`src/hw/rtl/dlts_pkg.sv`:
```
// Shared types and constants for the DFA token scanner.
// No dependencies; every other file of the block imports this package.
package dlts_pkg;

  typedef struct packed {
    logic [7:0] char_code;
    logic       end_of_input;
  } src_word_t;

  typedef struct packed {
    logic [3:0]  token_kind;
    logic [15:0] token_start;
    logic [7:0]  token_length;
    logic        length_clipped;
    logic        run_last;
  } tok_word_t;

  // Everything one character produces: one token, or two when end of input flushes.
  typedef struct packed {
    tok_word_t first;
    tok_word_t second;
    logic      has_second;
  } tok_pair_t;

  typedef enum logic [3:0] {
    S_INIT   = 4'd0,
    S_ID     = 4'd1,
    S_I1     = 4'd2,
    S_I2     = 4'd3,
    S_I3     = 4'd4,
    S_LIT    = 4'd5,
    S_GT     = 4'd6,
    S_GE     = 4'd7,
    S_PLUS   = 4'd8,
    S_MINUS  = 4'd9,
    S_STAR   = 4'd10,
    S_SLASH  = 4'd11,
    S_SEMI   = 4'd12,
    S_LP     = 4'd13,
    S_RP     = 4'd14,
    S_ASSIGN = 4'd15
  } scan_state_t;

  localparam logic [3:0] KIND_IDENT  = 4'd0;
  localparam logic [3:0] KIND_INT    = 4'd1;
  localparam logic [3:0] KIND_INTLIT = 4'd2;
  localparam logic [3:0] KIND_GT     = 4'd3;
  localparam logic [3:0] KIND_GE     = 4'd4;
  localparam logic [3:0] KIND_PLUS   = 4'd5;
  localparam logic [3:0] KIND_MINUS  = 4'd6;
  localparam logic [3:0] KIND_STAR   = 4'd7;
  localparam logic [3:0] KIND_SLASH  = 4'd8;
  localparam logic [3:0] KIND_SEMI   = 4'd9;
  localparam logic [3:0] KIND_LPAREN = 4'd10;
  localparam logic [3:0] KIND_RPAREN = 4'd11;
  localparam logic [3:0] KIND_ASSIGN = 4'd12;

  localparam logic [7:0] CH_I      = 8'h69;
  localparam logic [7:0] CH_N      = 8'h6E;
  localparam logic [7:0] CH_T      = 8'h74;
  localparam logic [7:0] CH_GT     = 8'h3E;
  localparam logic [7:0] CH_EQ     = 8'h3D;
  localparam logic [7:0] CH_PLUS   = 8'h2B;
  localparam logic [7:0] CH_MINUS  = 8'h2D;
  localparam logic [7:0] CH_STAR   = 8'h2A;
  localparam logic [7:0] CH_SLASH  = 8'h2F;
  localparam logic [7:0] CH_SEMI   = 8'h3B;
  localparam logic [7:0] CH_LPAREN = 8'h28;
  localparam logic [7:0] CH_RPAREN = 8'h29;

  localparam int QUEUE_DEPTH = 4;
  localparam int QPTR_BITS   = 2;

  function automatic logic [3:0] kind_of_state(input scan_state_t s);
    logic [3:0] k;
    unique case (s)
      S_INIT, S_ID, S_I1, S_I2: k = KIND_IDENT;
      S_I3:     k = KIND_INT;
      S_LIT:    k = KIND_INTLIT;
      S_GT:     k = KIND_GT;
      S_GE:     k = KIND_GE;
      S_PLUS:   k = KIND_PLUS;
      S_MINUS:  k = KIND_MINUS;
      S_STAR:   k = KIND_STAR;
      S_SLASH:  k = KIND_SLASH;
      S_SEMI:   k = KIND_SEMI;
      S_LP:     k = KIND_LPAREN;
      S_RP:     k = KIND_RPAREN;
      S_ASSIGN: k = KIND_ASSIGN;
      default:  k = KIND_IDENT;
    endcase
    return k;
  endfunction

endpackage

```
`src/hw/rtl/dlts_front.sv`:
```
// Front end of the token scanner: character decode and the DFA state.
// Depends on dlts_pkg; writes one tok_pair_t per token-producing character.
module dlts_front #(
  parameter int POSITION_BITS = 16,
  parameter int MAX_TOKEN_LEN = 255
) (
  input  logic                clk,
  input  logic                rst,
  input  logic                src_valid,
  output logic                src_stall,
  input  dlts_pkg::src_word_t src_data,
  input  logic                queue_full,
  output logic                push,
  output dlts_pkg::tok_pair_t push_data
);
  import dlts_pkg::*;

  localparam int LEN_BITS = $clog2(MAX_TOKEN_LEN + 1);

  scan_state_t          scan_state, scan_state_next;
  logic [POSITION_BITS-1:0] start_pos, start_pos_next;
  logic [POSITION_BITS-1:0] char_pos;
  logic [LEN_BITS-1:0]  run_len, run_len_next;
  logic                 overflowed, overflowed_next;

  logic        accept;
  logic [7:0]  c;
  logic        is_letter, is_digit, is_alnum;
  scan_state_t begin_state;
  logic        do_begin, do_grow, emit0, emit1;
  logic [3:0]  kind0;
  tok_word_t   tok0, tok1;
  logic [31:0] sp_cur, sp_new, rl_cur, rl_new;

  assign src_stall = queue_full;
  assign accept    = src_valid && !queue_full;
  assign c         = src_data.char_code;
  assign is_letter = (c >= 8'h61 && c <= 8'h7A) || (c >= 8'h41 && c <= 8'h5A);
  assign is_digit  = (c >= 8'h30 && c <= 8'h39);
  assign is_alnum  = is_letter || is_digit;

  always_comb begin
    if (is_letter) begin
      begin_state = (c == CH_I) ? S_I1 : S_ID;
    end else if (is_digit) begin
      begin_state = S_LIT;
    end else begin
      unique case (c)
        CH_GT:     begin_state = S_GT;
        CH_PLUS:   begin_state = S_PLUS;
        CH_MINUS:  begin_state = S_MINUS;
        CH_STAR:   begin_state = S_STAR;
        CH_SLASH:  begin_state = S_SLASH;
        CH_SEMI:   begin_state = S_SEMI;
        CH_LPAREN: begin_state = S_LP;
        CH_RPAREN: begin_state = S_RP;
        CH_EQ:     begin_state = S_ASSIGN;
        default:   begin_state = S_INIT;
      endcase
    end
  end

  always_comb begin
    scan_state_next = scan_state;
    do_begin        = 1'b0;
    do_grow         = 1'b0;
    emit0           = 1'b0;
    kind0           = KIND_IDENT;
    unique case (scan_state)
      S_INIT: do_begin = 1'b1;
      S_ID: begin
        if (is_alnum) do_grow = 1'b1;
        else emit0 = 1'b1;
      end
      S_I1, S_I2: begin
        if (c == ((scan_state == S_I1) ? CH_N : CH_T)) begin
          scan_state_next = (scan_state == S_I1) ? S_I2 : S_I3;
          do_grow = 1'b1;
        end else if (is_alnum) begin
          scan_state_next = S_ID;
          do_grow = 1'b1;
        end else begin
          emit0 = 1'b1;
        end
      end
      S_I3: begin
        if (is_alnum) begin
          scan_state_next = S_ID;
          do_grow = 1'b1;
        end else begin
          emit0 = 1'b1;
          kind0 = KIND_INT;
        end
      end
      S_LIT: begin
        if (is_digit) do_grow = 1'b1;
        else begin
          emit0 = 1'b1;
          kind0 = KIND_INTLIT;
        end
      end
      S_GT: begin
        if (c == CH_EQ) begin
          scan_state_next = S_GE;
          do_grow = 1'b1;
        end else begin
          emit0 = 1'b1;
          kind0 = KIND_GT;
        end
      end
      default: begin
        emit0 = 1'b1;
        kind0 = kind_of_state(scan_state);
      end
    endcase
    if (emit0) do_begin = 1'b1;

    start_pos_next  = start_pos;
    run_len_next    = run_len;
    overflowed_next = overflowed;
    if (do_grow) begin
      if (run_len < MAX_TOKEN_LEN[LEN_BITS-1:0]) run_len_next = run_len + LEN_BITS'(1);
      else overflowed_next = 1'b1;
    end
    if (do_begin) begin
      scan_state_next = begin_state;
      if (begin_state != S_INIT) begin
        start_pos_next  = char_pos;
        run_len_next    = LEN_BITS'(1);
        overflowed_next = 1'b0;
      end
    end
    // At end of input whatever is still pending is flushed as a second token.
    emit1 = src_data.end_of_input && (scan_state_next != S_INIT);
  end

  always_comb begin
    sp_cur = 32'(start_pos);
    sp_new = 32'(start_pos_next);
    rl_cur = 32'(run_len);
    rl_new = 32'(run_len_next);

    tok0.token_kind     = kind0;
    tok0.token_start    = sp_cur[15:0];
    tok0.token_length   = rl_cur[7:0];
    tok0.length_clipped = overflowed;
    tok0.run_last       = 1'b0;

    tok1.token_kind     = kind_of_state(scan_state_next);
    tok1.token_start    = sp_new[15:0];
    tok1.token_length   = rl_new[7:0];
    tok1.length_clipped = overflowed_next;
    tok1.run_last       = 1'b0;

    push_data.first      = emit0 ? tok0 : tok1;
    push_data.second     = tok1;
    push_data.has_second = emit0 && emit1;
    push                 = accept && (emit0 || emit1);
  end

  always_ff @(posedge clk) begin
    if (rst) begin
      scan_state <= S_INIT;
      start_pos  <= '0;
      run_len    <= '0;
      overflowed <= 1'b0;
      char_pos   <= '0;
    end else if (accept) begin
      if (src_data.end_of_input) begin
        scan_state <= S_INIT;
        start_pos  <= '0;
        run_len    <= '0;
        overflowed <= 1'b0;
        char_pos   <= '0;
      end else begin
        scan_state <= scan_state_next;
        start_pos  <= start_pos_next;
        run_len    <= run_len_next;
        overflowed <= overflowed_next;
        char_pos   <= char_pos + POSITION_BITS'(1);
      end
    end
  end

endmodule

```
`src/hw/rtl/dlts_queue.sv`:
```
// Short queue of token pairs between the scanner front end and the output stage.
// Depends on dlts_pkg for the entry type and depth.
module dlts_queue (
  input  logic                clk,
  input  logic                rst,
  input  logic                push,
  input  dlts_pkg::tok_pair_t push_data,
  output logic                full,
  input  logic                pop,
  output logic                nonempty,
  output dlts_pkg::tok_pair_t head
);
  import dlts_pkg::*;

  tok_pair_t            entries [QUEUE_DEPTH];
  logic [QPTR_BITS-1:0] wr_ptr, rd_ptr;
  logic [QPTR_BITS:0]   count;

  assign full     = (count == (QPTR_BITS + 1)'(QUEUE_DEPTH));
  assign nonempty = (count != '0);
  assign head     = entries[rd_ptr];

  always_ff @(posedge clk) begin
    if (push) entries[wr_ptr] <= push_data;
  end

  always_ff @(posedge clk) begin
    if (rst) begin
      wr_ptr <= '0;
      rd_ptr <= '0;
      count  <= '0;
    end else begin
      if (push) wr_ptr <= wr_ptr + QPTR_BITS'(1);
      if (pop)  rd_ptr <= rd_ptr + QPTR_BITS'(1);
      if (push && !pop)      count <= count + (QPTR_BITS + 1)'(1);
      else if (pop && !push) count <= count - (QPTR_BITS + 1)'(1);
    end
  end

endmodule

```
`src/hw/rtl/dlts_back.sv`:
```
// Output stage: unpacks token pairs into single words behind an output register.
// Depends on dlts_pkg; reads the head of dlts_queue.
module dlts_back (
  input  logic                clk,
  input  logic                rst,
  input  logic                nonempty,
  input  dlts_pkg::tok_pair_t head,
  output logic                pop,
  output logic                tok_valid,
  input  logic                tok_stall,
  output dlts_pkg::tok_word_t tok_data
);
  import dlts_pkg::*;

  logic      second_sel;
  logic      load;
  tok_word_t tok_data_next;

  // The register can take a new word when it is empty or its word leaves now.
  assign load = nonempty && (!tok_valid || !tok_stall);
  assign pop  = load && (second_sel || !head.has_second);

  always_comb begin
    tok_data_next          = second_sel ? head.second : head.first;
    tok_data_next.run_last = second_sel || !head.has_second;
  end

  always_ff @(posedge clk) begin
    if (rst) begin
      tok_valid  <= 1'b0;
      second_sel <= 1'b0;
    end else begin
      if (load) begin
        tok_valid  <= 1'b1;
        second_sel <= !second_sel && head.has_second;
      end else if (!tok_stall) begin
        tok_valid <= 1'b0;
      end
    end
  end

  always_ff @(posedge clk) begin
    if (load) begin
      tok_data <= tok_data_next;
    end
  end

endmodule

```
`src/hw/rtl/dfa_lexer_token_scanner.sv`:
```
// DFA token scanner: one character word accepted per cycle, tokens leave one per cycle, while
// neither a full queue nor tok_stall holds the flow; the character rate is set by the DFA step.
// A token passes the front end, queue and output register; an end-of-input flush giving two
// tokens sends the second after the first. A run of two-token words is limited by the
// one-word-per-cycle output register. Synchronous reset clears all but the stored tokens.
module dfa_lexer_token_scanner #(
  parameter int POSITION_BITS = 16,
  parameter int MAX_TOKEN_LEN = 255
) (
  input  logic                clk,
  input  logic                rst,
  input  logic                src_valid,
  output logic                src_stall,
  input  dlts_pkg::src_word_t src_data,
  output logic                tok_valid,
  input  logic                tok_stall,
  output dlts_pkg::tok_word_t tok_data
);
  import dlts_pkg::*;

  logic      push, pop, full, nonempty;
  tok_pair_t push_data, head;

  dlts_front #(
    .POSITION_BITS(POSITION_BITS),
    .MAX_TOKEN_LEN(MAX_TOKEN_LEN)
  ) u_front (
    .clk       (clk),
    .rst       (rst),
    .src_valid (src_valid),
    .src_stall (src_stall),
    .src_data  (src_data),
    .queue_full(full),
    .push      (push),
    .push_data (push_data)
  );

  dlts_queue u_queue (
    .clk      (clk),
    .rst      (rst),
    .push     (push),
    .push_data(push_data),
    .full     (full),
    .pop      (pop),
    .nonempty (nonempty),
    .head     (head)
  );

  dlts_back u_back (
    .clk      (clk),
    .rst      (rst),
    .nonempty (nonempty),
    .head     (head),
    .pop      (pop),
    .tok_valid(tok_valid),
    .tok_stall(tok_stall),
    .tok_data (tok_data)
  );

endmodule

```
`config.mk`:
```
export PLATFORM = sky130hd
export DESIGN_NAME = dfa_lexer_token_scanner
export DESIGN_NICKNAME = d
export VERILOG_FILES = /design/src/hw/rtl/dlts_pkg.sv /design/src/hw/rtl/dlts_front.sv /design/src/hw/rtl/dlts_queue.sv /design/src/hw/rtl/dlts_back.sv /design/src/hw/rtl/dfa_lexer_token_scanner.sv
export SDC_FILE = /design/constraint.sdc
export NUM_CORES = 1
export LEC_CHECK = 0
export BUFFER_PORTS_ARGS = -buffer_cell sky130_fd_sc_hd__buf_2
export CAP_MARGIN = 20
export CORE_UTILIZATION = 25
export CTS_CLUSTER_DIAMETER = 100
export CTS_CLUSTER_SIZE = 12
export DETAILED_ROUTE_END_ITERATION = 10
export HOLD_SLACK_MARGIN = 0.05
export SYNTH_ARGS = -nofsm -noshare
export SYNTH_HDL_FRONTEND = slang
export SYNTH_SLANG_ARGS = --single-unit
```
`constraint.sdc`:
```
create_clock -name clk -period 5.6 [get_ports clk]
set_clock_uncertainty 0.15 [all_clocks]
set_input_delay 1.12 -clock clk [delete_from_list [all_inputs] [get_ports clk]]
set_output_delay 1.12 -clock clk [all_outputs]
set_load 0.01 [all_outputs]
```
* Word level (Yosys, flattened, before mapping)
Memory sizes are Yosys's and may differ from the RTL's. A register that Yosys moved wholly into a read port is not among the register bits.
Index checks and enable logic that the tools add are counted.
** Operators by class
- Add/sub/neg operators :: 6
- Magnitude comparators :: 7
- Eq/ne operators :: 19
- Muxes and demuxes :: 54
- Reduce and logical (&&, ||, !) cells :: 32
** Operators by type and width (number)
- $eq A8 B6 Y1 const B :: 9
- $mux W16 :: 4
- $mux W30 :: 2
- $mux W8 :: 5
- $mux W4 :: 9
- $pmux W4 S9 :: 1
- $mux W1 :: 20
- $add A16 B1 Y16 const B :: 1
- $ge A8 B7 Y1 const B :: 2
- $le A8 B7 Y1 const B :: 2
- $pmux W4 S4 :: 1
- $eq A4 B3 Y1 const B :: 3
- $logic_and A1 B1 Y1 :: 12
- $pmux W4 S3 :: 1
- $mux W2 :: 5
- $mux W3 :: 3
- $add A8 B1 Y8 const B :: 1
- $eq A4 B2 Y1 const B :: 2
- $eq A8 B7 Y1 const B :: 1
- $eq A8 B8 Y1 :: 1
- $ge A8 B6 Y1 const B :: 1
- $le A8 B6 Y1 const B :: 1
- $lt A8 B8 Y1 const B :: 1
- $reduce_bool A4 Y1 :: 2
- 16 further kinds :: 28
** Storage, ports and cells
- Register bits :: 84
- Bits in writable memories :: 240
- Memory bits (read-only) :: 128
- Bits of input ports :: 13
- Memories :: 3
** Memory list
- u_queue.entries :: depth 4, bits a word 60, read ports 1, clocked after memory_dff 1, wr ports 1, RTL line dlts_queue.sv:15 : tok_pair_t entries [QUEUE_DEPTH];
- (name not given) :: depth 16, bits a word 4, read ports 1, clocked after memory_dff 0, wr ports 0, RTL line dlts_pkg.sv:76 : unique case (s)
- (name not given) :: depth 16, bits a word 4, read ports 1, clocked after memory_dff 1, wr ports 0, RTL line dlts_pkg.sv:76

* Longest topological paths before layout
- Depth in word-level cells :: 17
- Depth in mapped cells :: 18

* Cells and area by module
A second synthesis with hierarchy kept.
** Second synthesis, totals
- Cell total of the unflattened synthesis :: 868
- Area, all modules :: 14144.8 µm²
** By module, submodules not included
- dlts_queue :: times used 1, cells each 363, area each 9300.2 µm², sequential area each 7507.2 µm²
- dlts_front :: times used 1, cells each 433, area each 3500.9 µm², sequential area each 980.9 µm²
- dlts_back :: times used 1, cells each 72, area each 1343.8 µm², sequential area each 940.9 µm²

* Least setup slack after synthesis
Ideal clock, no wire load.
- Path type :: input-to-reg
- Start :: input src_data[2] in the netlist's numbering
- End :: memory u_queue.entries[2][0] in the netlist's numbering, enable pin
- Library setup time :: 423 ps
- Arrival :: 4752 ps
- Path slack :: 275 ps
- Stages on the path :: 10
- Path buffers :: 1
- Cell sequence :: or2_1 -> o41a_1 -> a311o_1 -> nand3b_4 -> buf_2 -> mux2_2 -> inv_1 -> ha_1 -> a311oi_4 -> and2_1
** On the way
- Longest elaborated chain between the ends :: 15
** Ends and longest elaborated chain
- from (decl) :: RTL line dfa_lexer_token_scanner.sv:14 : input dlts_pkg::src_word_t src_data,
- $ge A8 B7 Y1 or $le A8 B7 Y1 (tied branches) :: RTL line dlts_front.sv:38 : assign is_letter = (c >= 8'h61 && c <= 8'h7A) || (c >= 8'h41 && c <= 8'h5A);
- $logic_and A1 B1 Y1 :: RTL line dlts_front.sv:38
- $logic_or A1 B1 Y1 :: RTL line dlts_front.sv:38
- $logic_or A1 B1 Y1 :: RTL line dlts_front.sv:40 : assign is_alnum = is_letter || is_digit;
- $mux W1 :: RTL line dlts_front.sv:72, dlts_front.sv:79, dlts_front.sv:87
- $mux W1 :: RTL line dlts_front.sv:76 : if (c == ((scan_state == S_I1) ? CH_N : CH_T)) begin
- $pmux W1 S5 :: RTL line dlts_front.sv:69 : unique case (scan_state)
- $mux W1 :: RTL line dlts_front.sv:116 : if (emit0) do_begin = 1'b1;
- $mux W4 :: RTL line dlts_front.sv:125 : if (do_begin) begin
- $reduce_bool A4 Y1 :: RTL line dlts_front.sv:134 : emit1 = src_data.end_of_input && (scan_state_next != S_INIT);
- $logic_and A1 B1 Y1 :: RTL line dlts_front.sv:134
- $logic_or A1 B1 Y1 * :: RTL line dlts_front.sv:158 : push = accept && (emit0 || emit1);
- $logic_and A1 B1 Y1 * :: RTL line dlts_front.sv:158
- net push :: RTL line dfa_lexer_token_scanner.sv:21 : logic push, pop, full, nonempty;
- $mux W1 * :: RTL line dlts_queue.sv:24 : if (push) entries[wr_ptr] <= push_data;
- $mux W1 (not written as such) * :: RTL line dlts_queue.sv:24
- to (decl) :: RTL line dlts_queue.sv:15
Mark *: on every way through the listed nets, which the timed path passes. The rest lies on a longest branch.

* Worst setup path in the final report
- Start :: input src_data[2] in the netlist's numbering
- End :: register u_queue.count[2]
** On the way
- Longest elaborated chain between the ends :: 16
** Ends and longest elaborated chain
- $ge A8 B7 Y1 or $le A8 B7 Y1 (tied branches) :: RTL line dlts_front.sv:38
- $logic_and A1 B1 Y1 :: RTL line dlts_front.sv:38
- $logic_or A1 B1 Y1 :: RTL line dlts_front.sv:38
- $logic_or A1 B1 Y1 :: RTL line dlts_front.sv:40
- $mux W1 :: RTL line dlts_front.sv:72, dlts_front.sv:79, dlts_front.sv:87
- $mux W1 :: RTL line dlts_front.sv:76
- $pmux W1 S5 :: RTL line dlts_front.sv:69
- $mux W1 :: RTL line dlts_front.sv:116
- $mux W4 :: RTL line dlts_front.sv:125
- $reduce_bool A4 Y1 :: RTL line dlts_front.sv:134
- $logic_and A1 B1 Y1 :: RTL line dlts_front.sv:134
- $logic_or A1 B1 Y1 * :: RTL line dlts_front.sv:158
- $logic_and A1 B1 Y1 * :: RTL line dlts_front.sv:158
- net push :: RTL line dfa_lexer_token_scanner.sv:21
- $logic_not A1 Y1 :: RTL line dlts_queue.sv:36 : else if (pop && !push) count <= count - (QPTR_BITS + 1)'(1);
- $logic_and A1 B1 Y1 :: RTL line dlts_queue.sv:36
- $reduce_bool A2 Y1 (no line)
- to (signal assigned) :: RTL line dlts_queue.sv:35 : if (push && !pop) count <= count + (QPTR_BITS + 1)'(1);
- to (signal assigned) :: RTL line dlts_queue.sv:36
- to (decl) :: RTL line dlts_queue.sv:17 : logic [QPTR_BITS:0] count;
Marked as above.
A chain may end at the register's enable or synchronous reset.

==> results.md <==
* GRT met3 Usage at 1.393%
* Average wire per cell in the routed design at 17.11 um
* Worst slew margin at 38.27%
* NumNets Final at 933
* Mean cell area of the mapped netlist at 15.93 um^2
* Post-Syn Nets at 884
* Worst setup slack for register-to-register paths at 1.29 ns
* Hold/Removal Path Class: reg -> reg
* Status: finished, final reports clean
* Worst Tran Pin Value at 0.9144 ns
* Initial antenna violation count at 0
* CP delay by family, top: compound AO/OA/AOI/OAI gates
* Mapped cell area at 13,670 um^2
* Most common library cell in the layout ignoring fill and taps: sky130_fd_sc_hd__edfxtp_1
* Cell Pwr Density at 387.2 nW/um^2
* Hold endpoint: u_front.start_pos[9]
* Clk pin slew, worst setup/hold paths at 0.06 ns
* Final Setup Violations at 0
* Number of buffers added by the clock tree synthesis step at 31
* Unrepaired setup endpoints after global routing: false
* Time the final worst path needs with I/O delays and setup at 4.568 ns
* Core Box Area at 53,920 um^2
* CP required at 5.93 ns
* End of the worst register-to-register path: u_queue.count[2]
* Pin count of the biggest net entering global routing at 59
* Post-route clock period utilization at 81.58%
* Antenna diode count at 0
* Fraction of final layout cells sized beyond drive strength 1 at 24.81%
* Worst Setup Path Type: in -> reg
* Fin. max-slew vios at 0
* Buffer and inverter count on the worst path at 3
* Starting utilization of the core area at 25.35%
* Fillers at 5,278
* Number of detailed-routing iterations run before antenna repair at 4
* Worst EP arrival at 4.90 ns
* Hold Fails Final Rpt at 0
* Routed wire length at 27,830 um
* Util after Layout at 29.13%
* Total vias in the final route at 7,409
* Distinct cell type count of the synthesized netlist at 72
* Number of instances in the synthesized netlist at 858
* Static Leakage at 5.308 nW
* Number of gates resized after cts at 0
* Start point of the worst hold path: u_front.start_pos[9]
* Root Buffer: sky130_fd_sc_hd__clkbuf_16
* GR Overflow Total at 0
* Cell type with the highest aggregate area in the netlist: sky130_fd_sc_hd__edfxtp_1
* Met1 Usage GRT at 12.99%
* Fraction of registers with async set or reset after synthesis at 0%
* Row Count at 85
* Area growth from synthesis to layout at 14.88%
* Count of buffers from port buffering at 44
* Proportion of netlist area held by the largest area contributor at 58.43%
* Number of buffers inserted by post-CTS setup repair at 0
* Die Width at 235.8 um
* Max Root-Sink Buffers at 3
* Iter 0 DRT Violations at 460
* CP peak stage delay at 0.42 ns
* VDD IR-drop max at 0.1937 mV
* Total of max-cap violations at 0
* Global-route usage over all layers at 9.918%
* Standard cell with the maximum stage delay on the critical path: sky130_fd_sc_hd__a311o_1
* DR DRC count at 0
* IO Pins at 45
* TritonCTS clock tree: built
* Clock sinks at 326
* GPL Wtd Cong at 0.7964
* Met2 layer usage reported by global route at 17.32%
* Hold-critical path depth at 1
* Top cells by area, synth: sky130_fd_sc_hd__edfxtp_1 58%, sky130_fd_sc_hd__mux4_2 9.7%, sky130_fd_sc_hd__dfxtp_1 8.8%
* Max H-tree Level at 1
* Setup TNS at 0 ns
* Half-perimeter wire length of the detailed placement result at 16,910 um
* Commonest non-fill, non-tap cells in the layout: 266 x sky130_fd_sc_hd__edfxtp_1, 85 x sky130_fd_sc_hd__nand2_1, 59 x sky130_fd_sc_hd__mux4_2, 57 x sky130_fd_sc_hd__dfxtp_1, 50 x sky130_fd_sc_hd__mux2_2
* Post-synth EDFFs at 266
* Number of cells on the worst reg-to-reg path at 14
* Number of global-route vias before repair at 7,528
* Launch point of the worst reg-to-reg path: u_front.scan_state[2]
* Avg Vias per Cell at 4.554
* Total of warnings raised by yosys at 0
* Detail Route Antenna Nets at 0
* CP max FO at 14
* Die outline height at 235.8 um
* Max frequency at 218.9 MHz
* Critical Path End Type: flip-flop
* Startpoint class of the critical path: input port
* Most Used Layer, Global Route: met2
* Cell Chain, Critical Path: buf_2 -> or2_1 -> o41a_1 -> a311o_1 -> nand3b_4 -> mux2_2 -> inv_1 -> ha_1 -> a311oi_4 -> ha_1 -> inv_1 -> fa_1 -> xor2_1 -> or3_1 -> a21oi_1
* Most used flip-flop cell after synthesis: sky130_fd_sc_hd__edfxtp_1
* Flip-flop and latch count after synthesis at 326
* Sequential element share of the synthesized area at 67.22%
* Global-route wire length before repair at 43,570 um
* Die area at 55,620 um^2
* Clock insertion delay at the later pin of the skew report at 0.55 ns
* Number of hold buffers added after CTS at 0
## synth_stat cells (all sizes together), types with 13 or more instances
cell and number:
a22o 26, mux2 52, nand2 85, buf 21, clkbuf 28, mux4 59, edfxtp 266, nand3 13
xor2 19, a21oi 14, o21ai 16, dfxtp 60, nor2 42
## flip-flops by register name, summed over array words and instances (netlist names), named ones only
signal              cells
u_back.tok_valid        1
u_queue.entries       236
u_front.start_pos      16
u_back.second_sel       1
u_front.overflowed      1
u_front.char_pos       16
u_queue.wr_ptr          2
u_front.run_len         8
u_queue.rd_ptr          2
u_queue.count           3
u_front.scan_state      4
u_back.tok_data        30
## final cells by class
cell class | count | area (um^2) | share of cell area, %
tap | 696 | 870.8 | 5.545
sequential | 326 | 9195 | 58.55
clock buffer | 56 | 869.6 | 5.537
multi-input combinational | 471 | 4260 | 27.13
clock inverter | 1 | 11.26 | 0.07170
timing repair buffer | 65 | 452.9 | 2.884
inverter | 12 | 45.04 | 0.2868
## cells by family (layout without fill, tap and decap cells)
logic type,Yosys count,in the layout,synth area share [%]
flip-flops,326,326,67.22
AND/OR/NAND/NOR,205,205,7.322
multiplexers,123,123,14.94
AO/OA/AOI/OAI,107,107,6.004
buffers and inverters,61,134,1.803
XOR/XNOR,23,23,1.474
adder cells (fa/ha/maj),13,13,1.245
## worst register-to-register path: cells and delay by family, from the launching register on
| family | cells | cell delay [ns] |
|---|---|---|
| compound gates | 4 | 0.92 |
| mux | 1 | 0.28 |
| fa+ha+maj | 3 | 0.87 |
| simple gates | 3 | 0.98 |
| xor+xnor | 1 | 0.18 |
| buf+inv | 2 | 0.12 |
| flops | 1 | 0.73 |
## how the worst max path moves through the flow
stage	end	depth (start not counted)	slack, ns	start
after floorplan	u_queue.entries[2][0]	10	0.28	src_data[2]
after global placement	u_queue.count[2]	15	0.50	src_data[5]
after detailed placement	u_queue.count[2]	15	0.49	src_data[2]
after CTS	u_queue.count[2]	15	1.07	src_data[2]
after global routing	u_queue.count[2]	16	0.83	src_data[2]
final	u_queue.count[2]	15	1.03	src_data[2]
## metal layers
metal | vias to the layer above | share of wire [%]
li1 | 3444 | -
met1 | 3793 | 45
met2 | 128 | 50
met3 | 44 | 3.2
met4 | 0 | 2.0
met5 | - | 0
## per-stage QoR
stage          hold slack, ns  total power, mW  cell area, um^2  instances  worst slack (ns)
5_1_grt                0.3729            6.368            15710       1627            0.8329
6_report               0.3474            6.081            15710       1627             1.032
4_1_cts                0.3498            6.189            15690       1626             1.066
3_5_place_dp           0.3289            4.295            14800       1569            0.4943
3_3_place_gp           0.3247            4.281            14800       1569            0.4959
2_1_floorplan          0.3070            3.851            13670        858            0.2751
## where the power goes
part | internal [mW] | switching (mW)
Combinational | 0.574 | 0.615
Sequential | 2.86 | 0.142
Clock | 1.04 | 0.848
(Power assumes the default switching activity.)
